<file path="config.mk">
export PLATFORM = sky130hd
export DESIGN_NAME = airbag_knead_valve_sequencer
export DESIGN_NICKNAME = d
export VERILOG_FILES = /design/src/sv/akvs_pkg.sv /design/src/sv/airbag_knead_valve_sequencer.sv
export SDC_FILE = /design/constraint.sdc
export NUM_CORES = 1
export LEC_CHECK = 0
export ABC_AREA = 1
export BUFFER_PORTS_ARGS = -buffer_cell sky130_fd_sc_hd__buf_4
export CORE_MARGIN = 3
export CORE_UTILIZATION = 35
export DETAILED_ROUTE_END_ITERATION = 10
export GPL_TIMING_DRIVEN = 1
export PLACE_DENSITY_LB_ADDON = 0.08
export SYNTH_ARGS = -nofsm -noshare
export SYNTH_HDL_FRONTEND = slang
export SYNTH_SLANG_ARGS = --single-unit
</file>
<file path="constraint.sdc">
create_clock -name clk_i -period 5.45 [get_ports clk_i]
set_clock_uncertainty 0.05 [all_clocks]
set_input_delay 0.545 -clock clk_i [delete_from_list [all_inputs] [get_ports clk_i]]
set_output_delay 0.545 -clock clk_i [all_outputs]
set_load 0.02 [all_outputs]
</file>
<file path="src/sv/akvs_pkg.sv">
package akvs_pkg;

  // default tick period in ms
  localparam int unsigned MS_PER_TICK_DEF = 10;

  // config port
  localparam int unsigned CFG_IDX_W  = 3;
  localparam int unsigned CFG_DATA_W = 8;

  localparam logic [CFG_IDX_W-1:0] REG_INTENSITY    = 3'd0;
  localparam logic [CFG_IDX_W-1:0] REG_DOUBLE_MODE  = 3'd1;
  localparam logic [CFG_IDX_W-1:0] REG_SUPPORT_EN   = 3'd2;
  localparam logic [CFG_IDX_W-1:0] REG_CLOCKWISE    = 3'd3;
  localparam logic [CFG_IDX_W-1:0] REG_REPEAT_COUNT = 3'd4;

  // intensity codes
  localparam logic [1:0] INTENSITY_LOW  = 2'd1;
  localparam logic [1:0] INTENSITY_HIGH = 2'd2;

  // valve vector bit positions
  localparam int unsigned NUM_VALVES = 5;
  localparam int unsigned V_TOP      = 0;
  localparam int unsigned V_RIGHT    = 1;
  localparam int unsigned V_LEFT     = 2;
  localparam int unsigned V_SUP      = 3;
  localparam int unsigned V_REL      = 4;

  typedef logic [NUM_VALVES-1:0] valve_t;

  typedef enum logic [1:0] {
    PH_INFLATE = 2'd0,
    PH_CYCLIC  = 2'd1,
    PH_DEFLATE = 2'd2
  } phase_e;

  // inflate timings in ms
  localparam int unsigned T_DBL_LO_TOT_MS   = 6000;
  localparam int unsigned T_DBL_LO_SUP_MS   = 2000;
  localparam int unsigned T_DBL_LO_NOSUP_MS = 3500;
  localparam int unsigned T_DBL_HI_TOT_MS   = 7000;
  localparam int unsigned T_DBL_HI_SUP_MS   = 2500;
  localparam int unsigned T_DBL_HI_NOSUP_MS = 4000;
  localparam int unsigned T_SGL_LO_TOT_MS   = 3500;
  localparam int unsigned T_SGL_LO_SUP_MS   = 1500;
  localparam int unsigned T_SGL_LO_NOSUP_MS = 2000;
  localparam int unsigned T_SGL_HI_TOT_MS   = 5000;
  localparam int unsigned T_SGL_HI_SUP_MS   = 2000;
  localparam int unsigned T_SGL_HI_NOSUP_MS = 2500;
  localparam int unsigned T_INFLATE_MAX_MS  = 7000;

  // knead segment ends in ms
  localparam int unsigned T_LO_E1_MS = 700;
  localparam int unsigned T_LO_E2_MS = 1400;
  localparam int unsigned T_LO_E3_MS = 2100;
  localparam int unsigned T_HI_E1_MS = 500;
  localparam int unsigned T_HI_E2_MS = 1000;
  localparam int unsigned T_HI_E3_MS = 1500;
  localparam int unsigned T_CYCLE_MAX_MS = 2100;

endpackage

</file>
<file path="src/sv/airbag_knead_valve_sequencer.sv">
// Airbag knead valve sequencer.
// Input stream: one word per timer tick, s_axis_tdata[0] = tick. A word with
// tick low, intensity idle or repeat_count zero leaves the sequence where it is.
// Output stream: one word per input word with the five valve commands and the
// phase reached after that tick.
// Configuration: cfg_we_i writes cfg_data_i into register cfg_idx_i
// (0 intensity, 1 double_mode, 2 support_enabled, 3 clockwise_dir,
// 4 repeat_count); only write while no word is in flight.
// The result word appears in the cycle after its input word is taken.
// Throughput: one word per cycle while the receiver takes results; the sequence
// state and the single output register are updated in the accept cycle, so the
// tick counters and phase logic are computed combinationally.
// The input side stays ready while the output register is empty or being
// drained in the same cycle; a stalled receiver holds the result and blocks
// new input until it takes it.
// Reset: phase inflate, counters zero, all valves off, no output word,
// clockwise_dir set and the other registers cleared.
module airbag_knead_valve_sequencer #(
  parameter int unsigned MS_PER_TICK = akvs_pkg::MS_PER_TICK_DEF
) (
  input  logic                            clk_i,
  input  logic                            rst_ni,
  input  logic                            cfg_we_i,
  input  logic [akvs_pkg::CFG_IDX_W-1:0]  cfg_idx_i,
  input  logic [akvs_pkg::CFG_DATA_W-1:0] cfg_data_i,
  input  logic                            s_axis_tvalid,
  output logic                            s_axis_tready,
  input  logic [7:0]                      s_axis_tdata,  // tick
  output logic                            m_axis_tvalid,
  input  logic                            m_axis_tready,
  // top, right, left, support, support_release, phase_now[1:0], zero pad
  output logic [7:0]                      m_axis_tdata
);

  localparam int unsigned TInfMax = akvs_pkg::T_INFLATE_MAX_MS / MS_PER_TICK;
  localparam int unsigned InfW    = (TInfMax < 1) ? 1 : $clog2(TInfMax + 1);
  localparam int unsigned TCycMax = akvs_pkg::T_CYCLE_MAX_MS / MS_PER_TICK;
  localparam int unsigned CycW    = (TCycMax < 1) ? 1 : $clog2(TCycMax + 1);

  localparam logic [InfW-1:0] TDblLoTot = InfW'(akvs_pkg::T_DBL_LO_TOT_MS / MS_PER_TICK);
  localparam logic [InfW-1:0] TDblLoSup = InfW'(akvs_pkg::T_DBL_LO_SUP_MS / MS_PER_TICK);
  localparam logic [InfW-1:0] TDblLoNo  = InfW'(akvs_pkg::T_DBL_LO_NOSUP_MS / MS_PER_TICK);
  localparam logic [InfW-1:0] TDblHiTot = InfW'(akvs_pkg::T_DBL_HI_TOT_MS / MS_PER_TICK);
  localparam logic [InfW-1:0] TDblHiSup = InfW'(akvs_pkg::T_DBL_HI_SUP_MS / MS_PER_TICK);
  localparam logic [InfW-1:0] TDblHiNo  = InfW'(akvs_pkg::T_DBL_HI_NOSUP_MS / MS_PER_TICK);
  localparam logic [InfW-1:0] TSglLoTot = InfW'(akvs_pkg::T_SGL_LO_TOT_MS / MS_PER_TICK);
  localparam logic [InfW-1:0] TSglLoSup = InfW'(akvs_pkg::T_SGL_LO_SUP_MS / MS_PER_TICK);
  localparam logic [InfW-1:0] TSglLoNo  = InfW'(akvs_pkg::T_SGL_LO_NOSUP_MS / MS_PER_TICK);
  localparam logic [InfW-1:0] TSglHiTot = InfW'(akvs_pkg::T_SGL_HI_TOT_MS / MS_PER_TICK);
  localparam logic [InfW-1:0] TSglHiSup = InfW'(akvs_pkg::T_SGL_HI_SUP_MS / MS_PER_TICK);
  localparam logic [InfW-1:0] TSglHiNo  = InfW'(akvs_pkg::T_SGL_HI_NOSUP_MS / MS_PER_TICK);

  localparam logic [CycW-1:0] TLoE1 = CycW'(akvs_pkg::T_LO_E1_MS / MS_PER_TICK);
  localparam logic [CycW-1:0] TLoE2 = CycW'(akvs_pkg::T_LO_E2_MS / MS_PER_TICK);
  localparam logic [CycW-1:0] TLoE3 = CycW'(akvs_pkg::T_LO_E3_MS / MS_PER_TICK);
  localparam logic [CycW-1:0] THiE1 = CycW'(akvs_pkg::T_HI_E1_MS / MS_PER_TICK);
  localparam logic [CycW-1:0] THiE2 = CycW'(akvs_pkg::T_HI_E2_MS / MS_PER_TICK);
  localparam logic [CycW-1:0] THiE3 = CycW'(akvs_pkg::T_HI_E3_MS / MS_PER_TICK);

  // config registers
  logic [1:0] intensity_q;
  logic       double_mode_q;
  logic       support_en_q;
  logic       clockwise_q;
  logic [7:0] repeat_count_q;

  // sequence state
  akvs_pkg::phase_e phase_q, phase_d;
  logic [InfW-1:0]  infl_ticks_q, infl_ticks_d;
  logic [CycW-1:0]  cyc_ticks_q, cyc_ticks_d;
  logic [7:0]       cycles_done_q, cycles_done_d;
  akvs_pkg::valve_t valve_q, valve_d;

  // output register
  logic       out_vld_q;
  logic [7:0] out_data_q;

  logic            s_acc;
  logic            run;
  logic            high;
  logic [InfW-1:0] total;
  logic [InfW-1:0] first;
  logic [CycW-1:0] e1, e2, e3;
  akvs_pkg::valve_t main_keep;

  assign s_axis_tready = !out_vld_q || m_axis_tready;
  assign s_acc         = s_axis_tvalid && s_axis_tready;
  assign m_axis_tvalid = out_vld_q;
  assign m_axis_tdata  = out_data_q;

  always_ff @(posedge clk_i or negedge rst_ni) begin
    if (!rst_ni) begin
      intensity_q    <= '0;
      double_mode_q  <= 1'b0;
      support_en_q   <= 1'b0;
      clockwise_q    <= 1'b1;
      repeat_count_q <= '0;
    end else if (cfg_we_i) begin
      unique case (cfg_idx_i)
        akvs_pkg::REG_INTENSITY:    intensity_q    <= cfg_data_i[1:0];
        akvs_pkg::REG_DOUBLE_MODE:  double_mode_q  <= cfg_data_i[0];
        akvs_pkg::REG_SUPPORT_EN:   support_en_q   <= cfg_data_i[0];
        akvs_pkg::REG_CLOCKWISE:    clockwise_q    <= cfg_data_i[0];
        akvs_pkg::REG_REPEAT_COUNT: repeat_count_q <= cfg_data_i;
        default: ;
      endcase
    end
  end

  assign run  = s_axis_tdata[0] && (intensity_q == akvs_pkg::INTENSITY_LOW ||
                intensity_q == akvs_pkg::INTENSITY_HIGH) && (repeat_count_q != 8'd0);
  assign high = (intensity_q == akvs_pkg::INTENSITY_HIGH);

  // timing selection
  always_comb begin
    unique case ({support_en_q, double_mode_q, high})
      3'b100:  begin total = TSglLoTot; first = TSglLoSup; end
      3'b101:  begin total = TSglHiTot; first = TSglHiSup; end
      3'b110:  begin total = TDblLoTot; first = TDblLoSup; end
      3'b111:  begin total = TDblHiTot; first = TDblHiSup; end
      3'b000:  begin total = TSglLoNo;  first = '0; end
      3'b001:  begin total = TSglHiNo;  first = '0; end
      3'b010:  begin total = TDblLoNo;  first = '0; end
      default: begin total = TDblHiNo;  first = '0; end
    endcase
    e1 = high ? THiE1 : TLoE1;
    e2 = high ? THiE2 : TLoE2;
    e3 = high ? THiE3 : TLoE3;
  end

  always_comb begin
    phase_d       = phase_q;
    infl_ticks_d  = infl_ticks_q;
    cyc_ticks_d   = cyc_ticks_q;
    cycles_done_d = cycles_done_q;
    valve_d       = valve_q;
    main_keep     = valve_q;
    main_keep[akvs_pkg::V_SUP] = 1'b0;
    main_keep[akvs_pkg::V_REL] = 1'b0;
    if (run) begin
      unique case (phase_q)
        akvs_pkg::PH_INFLATE: begin
          if (infl_ticks_q >= total) begin
            infl_ticks_d = '0;
            phase_d      = akvs_pkg::PH_CYCLIC;
          end else begin
            if (support_en_q && infl_ticks_q < first) begin
              valve_d[akvs_pkg::V_SUP] = 1'b1;
              valve_d[akvs_pkg::V_REL] = 1'b0;
            end else begin
              if (support_en_q) begin
                valve_d[akvs_pkg::V_SUP] = 1'b0;
                valve_d[akvs_pkg::V_REL] = 1'b0;
              end
              valve_d[akvs_pkg::V_TOP]   = 1'b1;
              valve_d[akvs_pkg::V_RIGHT] = 1'b1;
              valve_d[akvs_pkg::V_LEFT]  = 1'b1;
            end
            infl_ticks_d = infl_ticks_q + 1'b1;
          end
        end
        akvs_pkg::PH_CYCLIC: begin
          if (cycles_done_q >= repeat_count_q) begin
            cycles_done_d = '0;
            cyc_ticks_d   = '0;
            phase_d       = akvs_pkg::PH_DEFLATE;
          end else begin
            valve_d = main_keep;
            if (cyc_ticks_q < e3) begin
              valve_d[akvs_pkg::V_TOP]   = 1'b1;
              valve_d[akvs_pkg::V_RIGHT] = 1'b1;
              valve_d[akvs_pkg::V_LEFT]  = 1'b1;
              priority if (cyc_ticks_q < e1) begin
                valve_d[akvs_pkg::V_TOP] = 1'b0;
              end else if (cyc_ticks_q < e2) begin
                if (clockwise_q) valve_d[akvs_pkg::V_RIGHT] = 1'b0;
                else             valve_d[akvs_pkg::V_LEFT]  = 1'b0;
              end else begin
                if (clockwise_q) valve_d[akvs_pkg::V_LEFT]  = 1'b0;
                else             valve_d[akvs_pkg::V_RIGHT] = 1'b0;
              end
              cyc_ticks_d = cyc_ticks_q + 1'b1;
            end else begin
              cyc_ticks_d   = '0;
              cycles_done_d = cycles_done_q + 1'b1;
            end
          end
        end
        akvs_pkg::PH_DEFLATE: begin
          valve_d = '0;
          valve_d[akvs_pkg::V_REL] = 1'b1;
        end
        default: ;
      endcase
    end
  end

  always_ff @(posedge clk_i or negedge rst_ni) begin
    if (!rst_ni) begin
      phase_q       <= akvs_pkg::PH_INFLATE;
      infl_ticks_q  <= '0;
      cyc_ticks_q   <= '0;
      cycles_done_q <= '0;
      valve_q       <= '0;
      out_vld_q     <= 1'b0;
    end else begin
      if (s_acc) begin
        phase_q       <= phase_d;
        infl_ticks_q  <= infl_ticks_d;
        cyc_ticks_q   <= cyc_ticks_d;
        cycles_done_q <= cycles_done_d;
        valve_q       <= valve_d;
        out_vld_q     <= 1'b1;
      end else if (m_axis_tready) begin
        out_vld_q <= 1'b0;
      end
    end
  end

  always_ff @(posedge clk_i) begin
    if (s_acc) begin
      out_data_q <= {1'b0, phase_d, valve_d};
    end
  end

  // deflate is final
  a_deflate_sticky: assert property (@(posedge clk_i) disable iff (!rst_ni)
    phase_q == akvs_pkg::PH_DEFLATE |=> phase_q == akvs_pkg::PH_DEFLATE)
    else $error("phase left deflate");

  // knead counters are clear outside the cyclic phase
  a_cyc_clear: assert property (@(posedge clk_i) disable iff (!rst_ni)
    phase_q != akvs_pkg::PH_CYCLIC |-> (cycles_done_q == '0 && cyc_ticks_q == '0))
    else $error("knead counters not cleared");

  // a word that does not run leaves the sequence untouched
  a_frozen: assert property (@(posedge clk_i) disable iff (!rst_ni)
    (s_acc && !run) |=> ($stable(valve_q) && $stable(phase_q) && $stable(infl_ticks_q)))
    else $error("state moved on a frozen word");

  // result word matches the state it was taken from
  a_out_match: assert property (@(posedge clk_i) disable iff (!rst_ni)
    s_acc |=> (out_data_q[4:0] == valve_q && out_data_q[6:5] == phase_q))
    else $error("result word differs from state");

  // deflate with a running tick opens only the release valve
  a_deflate_valves: assert property (@(posedge clk_i) disable iff (!rst_ni)
    (s_acc && run && phase_q == akvs_pkg::PH_DEFLATE) |=>
      (valve_q == akvs_pkg::valve_t'(1 << akvs_pkg::V_REL)))
    else $error("deflate valve pattern wrong");

endmodule
</file>
==> metrics.md <==
| Metric | Value |
|---|---|
| Status | `finished clean` |
| Die footprint | `12,300 sq um` |
| Top area cells in the synthesized netlist | `dfrtp_1, nand2_1, ha_1` |
| GP Congestion | `0.791` |
| Initial antenna violation count | `0` |
| Crit Path Class | `reg2reg` |
| IO Count | `34` |
| Syn nets | `568` |
| Clk network pwr share | `0.231` |
| Most used DFF post-synth | `dfrtp_1` |
| Antenna Cells | `0` |
| RSZ-0062 raised after global routing | `false` |
| Worst setup EP type | `flop` |
| Asr flop ratio synth | `0.870` |
| # H-tree levels | `2` |
| Max incr delay on CP | `400 ps` |
| Post-Syn Instances | `511` |
| Area growth, synth to finish | `9.72%` |
| DRT met1 WL | `4390 microns` |
| Final HPWL DP | `6420 microns` |
| Hold Violations, Final | `0` |
| Initial Util | `0.367` |
| DRT antenna net count | `0` |
| TNS Setup | `0 ps` |
| Clk sink count | `54` |
| Final Slew Violations | `0` |
| Clock Tree Buf Depth | `2` |
| Sw Share | `0.357` |
| Post-cts sizing count | `0` |
| Clock root buffer | `clkbuf_8` |
| DR top layer | `met4` |
| Max Cap Viol | `0` |
| Post-synth top area share | `0.298` |
| DIE WIDTH | `111 microns` |
| Design area | `4240 sq um` |
| Synthesized area per cell | `7.55 sq um` |
| Total Wirelength | `8400 microns` |
| Postcts setup bufs | `0` |
| WP data arrival | `2730 ps` |
| DR DRC count | `0` |
| Crit-path cells | `inv_1 -> ha_1 -> nand3_2 -> nand2_1 -> a21oi_1 -> ha_1 -> nand2_1 -> nand2_1 -> nand2_1 -> nand2_1 -> nand2_1 -> nand4_2 -> nor2_1 -> o21ai_0 -> nand2_1 -> nand2_1` |
| Placement Cell Area | `4150 sq um` |
| Global-route wire length before repair | `14,500 microns` |
| CP Max Fanout | `10` |
| Port bufs | `25` |
| Routed WL per cell | `12.5 microns` |
| Vias in the first global route | `2,941` |
| Fin crit period | `2690 ps` |
| WP data required | `5480 ps` |
| Rel. slew slack | `0.574` |
| CTS Buf Count | `5` |
| Total grt overflow | `0` |
| TritonCTS clock tree | `built` |
| CP max-delay cell | `ha_1` |
| HP Class | `in2async` |
| # fillers | `1,098` |
| Final Util | `0.403` |
| Worst Tran Pin Value | `639 ps` |
| Router iterations before antenna repair | `4` |
| Final net count | `591` |
| Most used cell, CP | `nand2_1` |
| Flops & latches, synth | `54` |
| Site Rows | `37` |
| Mapped cell area | `3860 sq um` |
| Leak Pwr | `2.09 nW` |
| Most frequent cell after synthesis | `nand2_1` |
| Setup ws final | `2760 ps` |
| Highest clock rate | `371 MHz` |
| Worst-path clk slew | `100 ps` |
| Seq/Total Area, Yosys | `0.359` |
| Drt via density | `4.82` |
| Power Dens Cells | `232 nW/um^2` |
| Switching power | `351 uW` |
| Area leader, netlist | `dfrtp_1` |
| Layout cells sized above 1 | `0.125` |
| Routed wl met2 | `3600 microns` |
| DRT iter0 DRCs | `174` |
| Int Power | `632 uW` |
| Post-synth EDFFs | `7` |
| Fin crit share | `0.494` |
| Worst-Skew Late Latency | `320 ps` |
| Comb pwr share | `0.292` |
| Via count | `3,232` |
| Placeable Area | `10,500 sq um` |
| Largest net degree at the start of global routing | `48` |
| Final Non-Filler Cells | `671` |
| Netlist cell types | `36` |
| Routed met3 length | `315 microns` |
| Worst setup SP type | `flop` |
| GRT Total Usage | `0.142` |
| Die Y | `111 microns` |
| Hold_buf cts | `0` |
| VDD IR max | `0.135 mV` |
| DP Worst Slack | `2730 ps` |
| # setup viols final | `0` |
| Dpl cells | `663` |
| YS warnings | `0` |
| Reg power frac | `0.477` |
| Commonest cells post-synth | `nand2_1, inv_1, dfrtp_1, ha_1, nand3_1` |
## through the flow
stage / power (mW) / hold WS, ps
4_1_cts: 1.00 / 215
5_1_grt: 1.07 / 227
2_1_floorplan: 0.683 / 199
6_report: 0.983 / 183
3_5_place_dp: 0.769 / 429
3_3_place_gp: 0.763 / 417
## area by class of cell
class | instances | area (sq um) | area share
Inverter | 76 | 287 | 0.0677
Clock buffer | 6 | 72.6 | 0.0171
Clock inverter | 2 | 8.76 | 0.00207
Timing Repair Buffer | 25 | 188 | 0.0443
Multi-Input combinational cell | 372 | 2120 | 0.501
Tap cell | 136 | 170 | 0.0402
Sequential cell | 54 | 1390 | 0.328
## state kept, by name, summed over array words and instances, names as in the netlist
name,flops
clockwise_q,1
repeat_count_q,8
phase_q,2
intensity_q,2
double_mode_q,1
m_axis_tdata,7
cyc_ticks_q,8
m_axis_tvalid,1
valve_q,5
infl_ticks_q,10
cycles_done_q,8
support_en_q,1
## power groups by stage
stage,registers (mW),logic (mW),clock network (mW)
floorplan,0.474,0.209,0
global placement,0.476,0.287,0
detailed placement,0.477,0.292,0
CTS,0.470,0.293,0.238
global route,0.474,0.338,0.254
finish,0.469,0.287,0.227
## final timing paths
kind	depth (start not counted)	to	start	slack, ps
max	16	m_axis_tdata[4]$_DFFE_PP_	intensity_q[0]$_DFFE_PN0P_	2760
min	1	infl_ticks_q[1]$_DFFE_PN0P_	rst_ni	180
max reg2reg	16	m_axis_tdata[4]$_DFFE_PP_	intensity_q[0]$_DFFE_PN0P_	2760
min reg2reg	2	intensity_q[0]$_DFFE_PN0P_	intensity_q[0]$_DFFE_PN0P_	450
max in group asynchronous	1	cyc_ticks_q[0]$_DFFE_PN0P_	rst_ni	4730
min in group clk_i	3	repeat_count_q[5]$_DFFE_PN0P_	cfg_data_i[5]	410
## worst max-delay path: cells and delay by family, from the launching register on
kind                       cells  cell delay, ps
adders and majority gates      2             710
AOI/OAI and AO/OA              2             140
buffers and inverters          1              80
and+or+nand+nor               11            1110
DFF                            1             390
## metal layers
layer / up-vias / GRT usage
met4: 0 / 0.0341
met3: 7 / 0.0257
met1: 1468 / 0.213
met5: - / 0
li1: 1708 / -
met2: 49 / 0.212
## cell usage in the layout (no fill, tap or decap), types with 3 or more instances in the layout
cell	instances
dfrtp_1	46
inv_1	66
nand3_1	33
o31ai_1	10
nor3_1	10
xor2_1	12
nand3_2	5
nand2_2	5
nand4_1	7
o21ai_0	23
nor4_1	3
ha_1	33
nand2_1	142
nor2_1	32
nor2_4	3
a21oi_1	21
buf_4	25
o21ai_1	13
edfxtp_1	7
inv_2	9
clkbuf_8	5
nand2_4	3
## kinds of logic (layout without fill, tap and decap cells)
group           count (synthesis)  count (layout)  synth area share
fa+ha+maj                      33              33             0.107
other cells                     1               1          0.000972
compound gates                 70              70            0.0992
buf+inv                        85             109            0.0908
xor+xnor                       13              13            0.0295
flops                          54              54             0.359
simple gates                  255             255             0.313
(Power assumes the default switching activity.)
